## src/hw/rtl/assert_macros.svh

```systemverilog
// Assertion macros used by the top level RTL file of the mip level box downsampler.
`ifndef ASSERT_MACROS_SVH
`define ASSERT_MACROS_SVH

// The consequent must hold in the same cycle as the antecedent.
`define ASSERT_IMPLIES(lbl, clk, rst_n, ante, cons, msg) \
    lbl: assert property (@(posedge clk) disable iff (!rst_n) (ante) |-> (cons)) \
        else $error(msg);

// The consequent must hold in the cycle after the antecedent.
`define ASSERT_NEXT(lbl, clk, rst_n, ante, cons, msg) \
    lbl: assert property (@(posedge clk) disable iff (!rst_n) (ante) |=> (cons)) \
        else $error(msg);

`endif

```

## src/hw/rtl/mlbd_ram.sv

```systemverilog
// Generic simple dual port RAM with one write port and a registered read port.
`timescale 1ns / 1ps

module mlbd_ram #(
    parameter int WIDTH = 8,
    parameter int DEPTH = 16
) (
    input  logic                     i_clk,
    input  logic                     i_wr_en,
    input  logic [$clog2(DEPTH)-1:0] i_wr_addr,
    input  logic [WIDTH-1:0]         i_wr_data,
    input  logic                     i_rd_en,
    input  logic [$clog2(DEPTH)-1:0] i_rd_addr,
    output logic [WIDTH-1:0]         o_rd_data
);

    logic [WIDTH-1:0] r_mem [DEPTH];
    logic [WIDTH-1:0] r_rd_data;

    always_ff @(posedge i_clk) begin
        if (i_wr_en) begin
            r_mem[i_wr_addr] <= i_wr_data;
        end
        if (i_rd_en) begin
            r_rd_data <= r_mem[i_rd_addr];
        end
    end

    assign o_rd_data = r_rd_data;

endmodule

```

## config.mk

```make
export PLATFORM = sky130hd
export DESIGN_NAME = mlbd_ram
export DESIGN_NICKNAME = d
export VERILOG_FILES = /design/src/hw/rtl/assert_macros.svh /design/src/hw/rtl/mlbd_ram.sv
export SDC_FILE = /design/constraint.sdc
export NUM_CORES = 1
export LEC_CHECK = 0
export BUFFER_PORTS_ARGS = -buffer_cell sky130_fd_sc_hd__buf_2
export CAP_MARGIN = 30
export CORE_MARGIN = 5
export CORE_UTILIZATION = 30
export DETAILED_ROUTE_END_ITERATION = 10
export GPL_TIMING_DRIVEN = 0
export PLACE_DENSITY = 0.56
export SETUP_SLACK_MARGIN = 0.4
export SLEW_MARGIN = 20
export SYNTH_ARGS = -nofsm -noshare
export SYNTH_HDL_FRONTEND = slang
export SYNTH_SLANG_ARGS = --single-unit
```

## constraint.sdc

```tcl
create_clock -name i_clk -period 1.65 [get_ports i_clk]
set_input_delay 0 -clock i_clk [delete_from_list [all_inputs] [get_ports i_clk]]
set_output_delay 0 -clock i_clk [all_outputs]
set_load 0.05 [all_outputs]
```

==> results.cfg, run 1 <==
[cells_and_area]
drive_gt1_share_pct = 37.4
antenna_cells = 0
layout.nets = 299
area_delta_synth_final_pct = 19.7
final_area_sq_um = 6260
utilization_pct = 36.4

[sta]
period_needed_ns = 1.46
finalCritPeriodShare_pct = 88.4
clock_skew_ns = 0.0128
fin_ws_ns = 0.192
maxSlewViolCount = 0
fmax_mhz = 686
tightest_slew_ns = 0.858
rsz0062_at_grt = yes
finalSetupViolations = 0
hold_viol_final = 0
maxSlewHeadroom_pct = 42.6

[setup_path]
r2r-start = r_mem[7][7]$_DFFE_PP_
crit_buf_inv = 0
crit_chain = mux4_2 > a22oi_2 > nand2_1
crit_start = r_mem[7][7]$_DFFE_PP_
crit_type = reg -> reg
critical-path-top-delay-family = multiplexers
critical_path.endpoint_type = register
required_ns = 1.80
critPathArrivalTime_ns = 1.61
path_max_fanout = 1
cpPeakStageDelay_ns = 0.53
critPathLaunchType = register
cp_slowest_cell = mux4_2

[yosys]
synth_edf_count = 136
postSynthCellCount = 229
synth.distinct_cells = 18
synth-async-reset-ratio_pct = 0
syn_nets = 248
ys_seq_area_share_pct = 78.1
syn_avg_cell_area_sq_um = 22.8
ys_ff_latch = 136
syn-cell-area_sq_um = 5230
yosys_most_used_dff = edfxtp_1
yosysWarningCount = 0

[global_routing]
antenna_found_initial = 0
grt.total_usage_pct = 11.0
grt_pass1_wl_um = 15600
grt_pass1_vias = 2502
grt_max_degree = 17
grt-ovfl-total = 0

[detailed_routing]
firstDrtPassIters = 4
drcViolationCount = 0
ant_nets = 0
vias = 2385
wire_per_inst_um = 20.0
totalWireLength_um = 10300
avgViaCountPerCell = 4.64
first_iter_violations = 265

[die]
die_x_um = 142
row_count = 48
start_util_pct = 30.4
io_pins = 27
dieHeight_um = 142
fp.coreArea_sq_um = 17200
dieArea_sq_um = 20200

[placement]
postPlaceCellArea_sq_um = 5600
hpwlAfterDp_um = 6710
port_buffers = 25
place_congestion = 0.759
pre_cts_slack_ns = -0.0889

[clock_network]
cts.sinks = 136
clkSlewWorstSetupHoldPaths_ns = 0.06
cts_root_buf = clkbuf_16
numCtsBuffers = 17
clk_path_buf_depth = 2
cts_tree = done
clk_latency_ns = 0.41
htree_levels = 4

[min_path]
min_from = i_wr_data[2]
min_path_type = in -> reg

[job]
drv_cap = 0

[pwr]
p_leak_nw = 1.99
max-vdd-ir-drop_uv = 779
powerDensity_nw_per_um2 = 1250

[status]
outcome = finished clean
==> synthesized netlist by cell type, drive strengths merged (2+ instances only) <==
master	number	share of area, %
buf	7	1.1
nor2	13	0.93
mux4	32	15
nand2b	2	0.24
nand2	9	0.65
clkdlybuf4s25	3	0.57
edfxtp	136	78
nor3	4	0.38
nand3b	2	0.29
a22oi	16	2.3
==> routing by layer <==
metal  share of wire [%]  routed length, um  track usage (%)
met1                  47               4880             15.6
met2                  46               4730             15.6
met3                 5.4                552             4.03
met4                 1.3                133             3.79
met5                   0                  0                0
==> kinds of logic (layout without fill, tap and decap cells) <==
| logic type | after synthesis | after routing | synth area share [%] |
|---|---|---|---|
| DFF | 136 | 136 | 78.1 |
| and+or+nand+nor | 35 | 35 | 3.14 |
| muxes | 32 | 32 | 14.8 |
| AOI/OAI and AO/OA | 16 | 16 | 2.30 |
| buffers and inverters | 10 | 70 | 1.65 |
==> per-stage QoR <==
step	setup TNS [ns]	power, W	hold WS (ns)	cells
floorplan	0	0.00424	0.0989	229
global placement	-3.71	0.00441	0.332	479
detailed placement	-1.86	0.00442	0.338	479
CTS	0	0.00790	0.00415	514
global route	0	0.00811	0.0212	514
finish	0	0.00783	0.0178	514
==> layout make-up <==
class | count | area, sq um
sequential | 136 | 4080
clock buffer | 18 | 429
tap | 225 | 282
fill | 1604 | 10900
timing repair buffer | 32 | 195
buffer | 10 | 86.3
multi-input combinational | 83 | 1070
clock inverter | 10 | 109
==> sequential cells by signal, summed over array words and instances (netlist names) <==
signal and flops:
r_mem 128, o_rd_data 8
==> path summary, 6_finish.rpt <==
check	slack (ns)	end	cells after the start
hold reg to reg	0.77	o_rd_data[3]$_DFFE_PP_	3
setup reg to reg	0.19	o_rd_data[7]$_DFFE_PP_	3
hold / removal	0.02	r_mem[9][2]$_DFFE_PP_	1
setup / recovery	0.19	o_rd_data[7]$_DFFE_PP_	3
==> report_power, final <==
| group | internal (W) | switching, W | total (W) |
|---|---|---|---|
| sequential | 0.00390 | 0.0000160 | 0.00391 |
| clock | 0.00217 | 0.00129 | 0.00345 |
| combinational | 0.000171 | 0.000291 | 0.000463 |
| total | 0.00623 | 0.00160 | 0.00783 |
==> cells in the final DEF (no fill, tap or decap), types with 4 or more instances in the layout <==
master           n
a22oi_2          7
dlygate4sd3_1    7
mux4_2          32
edfxtp_1       136
clkinvlp_4       4
buf_2           28
clkbuf_16       17
a22oi_1          9
nor2_1          10
nand2_1          9
==> what timing repair did <==
| item | in CTS | in global routing |
|---|---|---|
| resized for setup | 7 | 4 |
| endpoints found under the hold margin | 90 | 0 |
| endpoints found under the setup margin | 32 | 16 |
| hold buffers | 7 | 0 |
| setup buffers | 0 | 0 |
| pin swaps | 0 | 1 |
(Power assumes the default switching activity.)
==> inputs of run 2 (changes only) <==
==> constraint.sdc (replaced) <==
create_clock -name i_clk -period 1.6 [get_ports i_clk]
set_input_delay 0 -clock i_clk [delete_from_list [all_inputs] [get_ports i_clk]]
set_output_delay 0 -clock i_clk [all_outputs]
set_load 0.01 [all_outputs]
==> results.cfg, run 2 (same netlist as run 1, synthesis figures left out) <==
[placement]
postPlaceCellArea_sq_um = 5600
hpwlAfterDp_um = 6720
pre_cts_slack_ns = -0.123
place_congestion = 0.737
port_buffers = 25

[detailed_routing]
wl_met2_um = 4900
wl_met3_um = 792
dr.max_layer_used = met4
first_iter_violations = 333
drcViolationCount = 0
avgViaCountPerCell = 4.60
totalWireLength_um = 10400
firstDrtPassIters = 4
ant_nets = 0
vias = 2386
wire_per_inst_um = 20.0
met1_length_um = 4590

[cells_and_area]
area_delta_synth_final_pct = 20.7
nFillCells = 1608
final_area_sq_um = 6310
antenna_cells = 0
multi_input_area_sq_um = 1090
layout_commonest_cell = edfxtp_1
top_register = r_mem
regArea_sq_um = 4080
largest_reg_flops = 128
drive_gt1_share_pct = 37.1
layout.nets = 300
final_cell_mix = edfxtp_1, mux4_2, buf_2

[setup_path]
rr_endpoint = o_rd_data[4]$_DFFE_PP_
critPathLaunchType = register
r2r-start = r_mem[7][4]$_DFFE_PP_
path_max_fanout = 1
cpPeakStageDelay_ns = 0.52
crit_type = reg -> reg
critical-path-top-delay-family = multiplexers
critPathArrivalTime_ns = 1.64
crit_buf_inv = 0
required_ns = 1.74
rr_worst_depth = 3
cp_slowest_cell = mux4_2
crit_start = r_mem[7][4]$_DFFE_PP_
critical_path.endpoint_type = register
crit_chain = mux4_2 > a22oi_1 > nand2_1
regToRegSetupSlack_ns = 0.11

[min_path]
hold_end = r_mem[14][7]$_DFFE_PP_
min_from = i_wr_data[7]
min_path_type = in -> reg
hold_depth = 1

[pwr]
seqPwrFrac_pct = 49.1
comb_power_share_pct = 5.2
p_sw_share_pct = 19.6
clockPowerShare_pct = 45.6
max-vdd-ir-drop_uv = 758
p_int_w = 0.00660
p_leak_nw = 2.01
powerDensity_nw_per_um2 = 1300
p_switching_w = 0.00161

[sta]
clock_skew_ns = 0.00535
maxSlewHeadroom_pct = 43.9
finalCritPeriodShare_pct = 93.3
rsz0062_at_grt = yes
period_needed_ns = 1.49
holdWs_ns = 0.0170
fmax_mhz = 670
fin_ws_ns = 0.107
maxSlewViolCount = 0
tightest_slew_ns = 0.838
finalSetupViolations = 0
hold_viol_final = 0

[clock_network]
clk_path_buf_depth = 2
numCtsBuffers = 17
cts_tree = done
cts_root_buf = clkbuf_16
clk_latency_ns = 0.41
cts.sinks = 136
clkSlewWorstSetupHoldPaths_ns = 0.05
htree_levels = 4

[die]
fp.coreArea_sq_um = 17200
io_pins = 27
dieHeight_um = 142
die_x_um = 142
dieArea_sq_um = 20200
row_count = 48
start_util_pct = 30.4

[global_routing]
grt_pass1_vias = 2549
grt_max_degree = 17
grt-ovfl-total = 0
grt.total_usage_pct = 11.3
antenna_found_initial = 0
grt_pass1_wl_um = 15900

[status]
outcome = finished clean

[job]
drv_cap = 0
[run 2: cell types whose count changed in the layout (fill, tap and decap cells not counted), sizes merged]
cell,change
clkbuf,+1
clkinv,+5
dlygate4sd3,+1
clkinvlp,-3
bufinv,+1
[run 2: power by group through the flow]
stage	clock network [W]	registers (W)	logic [W]
after floorplan	0	0.00411	0.000210
after global placement	0	0.00410	0.000393
after detailed placement	0	0.00411	0.000404
after CTS	0.00383	0.00403	0.000432
after global routing	0.00402	0.00404	0.000469
final	0.00375	0.00403	0.000429
[run 2: layer usage]
layer  global-route usage (%)  vias up
met1                     15.1     1231
met2                     16.6       68
met3                     4.77       10
met4                     3.79        0
li1                         -     1077
met5                        0        -
[run 2: per-stage QoR]
step                instances  utilization [%]  setup TNS [ns]  total power, W
CTS                       519             36.6               0         0.00829
finish                    519             36.7               0         0.00821
detailed placement        479             32.6           -3.67         0.00451
global placement          479             32.5           -6.63         0.00450
global route              519             36.7               0         0.00853
floorplan                 229                -               0         0.00432
[run 2: worst max path at each step]
| stage | end | slack [ns] | depth (start not counted) |
|---|---|---|---|
| after global routing | o_rd_data[7]$_DFFE_PP_ | 0.07 | 3 |
| after global placement | r_mem[8][3]$_DFFE_PP_ | -0.27 | 3 |
| after CTS | o_rd_data[7]$_DFFE_PP_ | 0.11 | 3 |
| after floorplan | o_rd_data[0]$_DFFE_PP_ | 0.33 | 3 |
| final | o_rd_data[4]$_DFFE_PP_ | 0.11 | 3 |
| after detailed placement | r_mem[1][2]$_DFFE_PP_ | -0.12 | 3 |
[run 2: layout make-up]
cell class | count | area share [%]
sequential | 136 | 64.7
multi-input combinational | 83 | 17.2
clock buffer | 19 | 6.86
tap | 225 | 4.46
timing repair buffer | 33 | 3.25
clock inverter | 13 | 2.14
buffer | 10 | 1.37
[run 2: repair_timing]
action	in CTS	in global routing
setup endpoints to repair	40	8
setup buffers	0	0
resized for setup	9	5
hold buffers	8	0
hold endpoints to repair	105	0
pin swaps	1	1
==> inputs of run 3 (changes only) <==
--- a/config.mk
+++ b/config.mk
@@ -12,7 +12,7 @@
 export DETAILED_ROUTE_END_ITERATION = 10
 export GPL_TIMING_DRIVEN = 0
 export PLACE_DENSITY = 0.56
-export SETUP_SLACK_MARGIN = 0.4
+export SETUP_SLACK_MARGIN = 0.2
 export SLEW_MARGIN = 20
 export SYNTH_ARGS = -nofsm -noshare
 export SYNTH_HDL_FRONTEND = slang
==> constraint.sdc (replaced) <==
create_clock -name i_clk -period 1.8 [get_ports i_clk]
set_input_delay 0 -clock i_clk [delete_from_list [all_inputs] [get_ports i_clk]]
set_output_delay 0 -clock i_clk [all_outputs]
set_load 0.01 [all_outputs]
==> results.cfg, run 3 (same netlist as run 1, synthesis figures left out) <==
[setup_path]
crit_buf_inv = 0
cpPeakStageDelay_ns = 0.51
crit_chain = mux4_2 > a22oi_1 > nand2_1
cp_slowest_cell = mux4_2
critical_path.endpoint_type = register
critical-path-top-delay-family = multiplexers
critPathArrivalTime_ns = 1.66
critPathLaunchType = register
crit_type = reg -> reg
crit_start = r_mem[7][7]$_DFFE_PP_
r2r-start = r_mem[7][7]$_DFFE_PP_
path_max_fanout = 1
required_ns = 1.93

[pwr]
p_leak_nw = 2.07
comb_power_share_pct = 4.9
clockPowerShare_pct = 46.6
powerDensity_nw_per_um2 = 1170
p_int_w = 0.00600
max-vdd-ir-drop_uv = 676
p_sw_share_pct = 18.9
p_switching_w = 0.00140
seqPwrFrac_pct = 48.5

[clock_network]
clk_path_buf_depth = 2
cts_tree = done
htree_levels = 4
cts_root_buf = clkbuf_16
clk_latency_ns = 0.41
clkSlewWorstSetupHoldPaths_ns = 0.05
post_cts_buffers = 0
numCtsBuffers = 17
cts.sinks = 136

[detailed_routing]
ant_nets = 0
first_iter_violations = 192
vias = 2387
firstDrtPassIters = 4
totalWireLength_um = 10400
wire_per_inst_um = 20.1
drcViolationCount = 0
avgViaCountPerCell = 4.62

[global_routing]
grt_max_degree = 17
antenna_found_initial = 0
grt_pass1_wl_um = 15600
grt.total_usage_pct = 11.0
grt-ovfl-total = 0
grt_pass1_vias = 2564

[placement]
postPlaceCellArea_sq_um = 5650
port_buffers = 25
hpwlAfterDp_um = 6700
place_congestion = 0.711
dp_cells = 479

[cells_and_area]
utilization_pct = 36.8
antenna_cells = 0
layout_commonest_cell = edfxtp_1
area_delta_synth_final_pct = 20.9
largest_reg_flops = 128
instances_no_fill = 517
final_cell_mix = edfxtp_1, buf_2, mux4_2
final_area_sq_um = 6320
drive_gt1_share_pct = 28.8
layout.nets = 298
top_register = r_mem

[min_path]
min_path_type = in -> reg
min_from = i_wr_data[0]

[sta]
finalCritPeriodShare_pct = 85.0
maxSlewHeadroom_pct = 42.9
period_needed_ns = 1.53
rsz0062_at_grt = no
fmax_mhz = 654
maxSlewViolCount = 0
tightest_slew_ns = 0.853
finalSetupViolations = 0
clock_skew_ns = 0.00742
hold_viol_final = 0

[status]
outcome = finished clean

[die]
start_util_pct = 30.4
die_x_um = 142
dieArea_sq_um = 20200
fp.coreArea_sq_um = 17200
row_count = 48
io_pins = 27
dieHeight_um = 142

[job]
drv_cap = 0
run 3: area by class of cell:
| type | count | area [sq um] |
|---|---|---|
| flip-flops and latches | 136 | 4080 |
| plain buffers | 10 | 86.3 |
| repair buffers | 31 | 185 |
| well taps | 225 | 282 |
| multi-input cells | 83 | 1090 |
| fillers | 1612 | 10900 |
| clock buffers | 19 | 433 |
| clock inverters | 13 | 159 |
run 3: power groups by stage:
stage	Sequential [W]	Clock, W	Combinational [W]
2_1_floorplan	0.00366	0	0.000180
3_3_place_gp	0.00365	0	0.000343
3_5_place_dp	0.00365	0	0.000354
4_1_cts	0.00359	0.00352	0.000367
5_1_grt	0.00359	0.00366	0.000393
6_report	0.00359	0.00345	0.000360
run 3: routing by layer:
layer / up-vias / share of wire, % / GRT usage, %
met5: - / 0 / 0
li1: 1086 / - / -
met4: 0 / 1.3 / 4.55
met2: 61 / 49 / 17.2
met3: 13 / 5.2 / 3.16
met1: 1227 / 45 / 14.5
run 3: per-stage QoR:
stage / total power, W / hold WS [ns] / worst slack (ns) / TNS [ns]
6_report: 0.00739 / 0.00285 / 0.270 / 0
3_5_place_dp: 0.00400 / 0.342 / 0.0379 / 0
2_1_floorplan: 0.00384 / 0.0989 / 0.307 / 0
5_1_grt: 0.00764 / 0.00391 / 0.225 / 0
3_3_place_gp: 0.00399 / 0.336 / -0.297 / -2.59
4_1_cts: 0.00747 / 0.00144 / 0.248 / 0
run 3: what timing repair did:
item	4_1_cts	5_1_grt
endpoints found under the setup margin	1	2
endpoints found under the hold margin	88	0
hold buffers	6	0
gates resized for setup	1	2
run 3: final timing paths:
check,end,slack (ns),depth (start not counted)
min,r_mem[10][0]$_DFFE_PP_,0.003,1
max reg2reg,o_rd_data[7]$_DFFE_PP_,0.27,3
max,o_rd_data[7]$_DFFE_PP_,0.27,3
min reg2reg,o_rd_data[3]$_DFFE_PP_,0.79,3
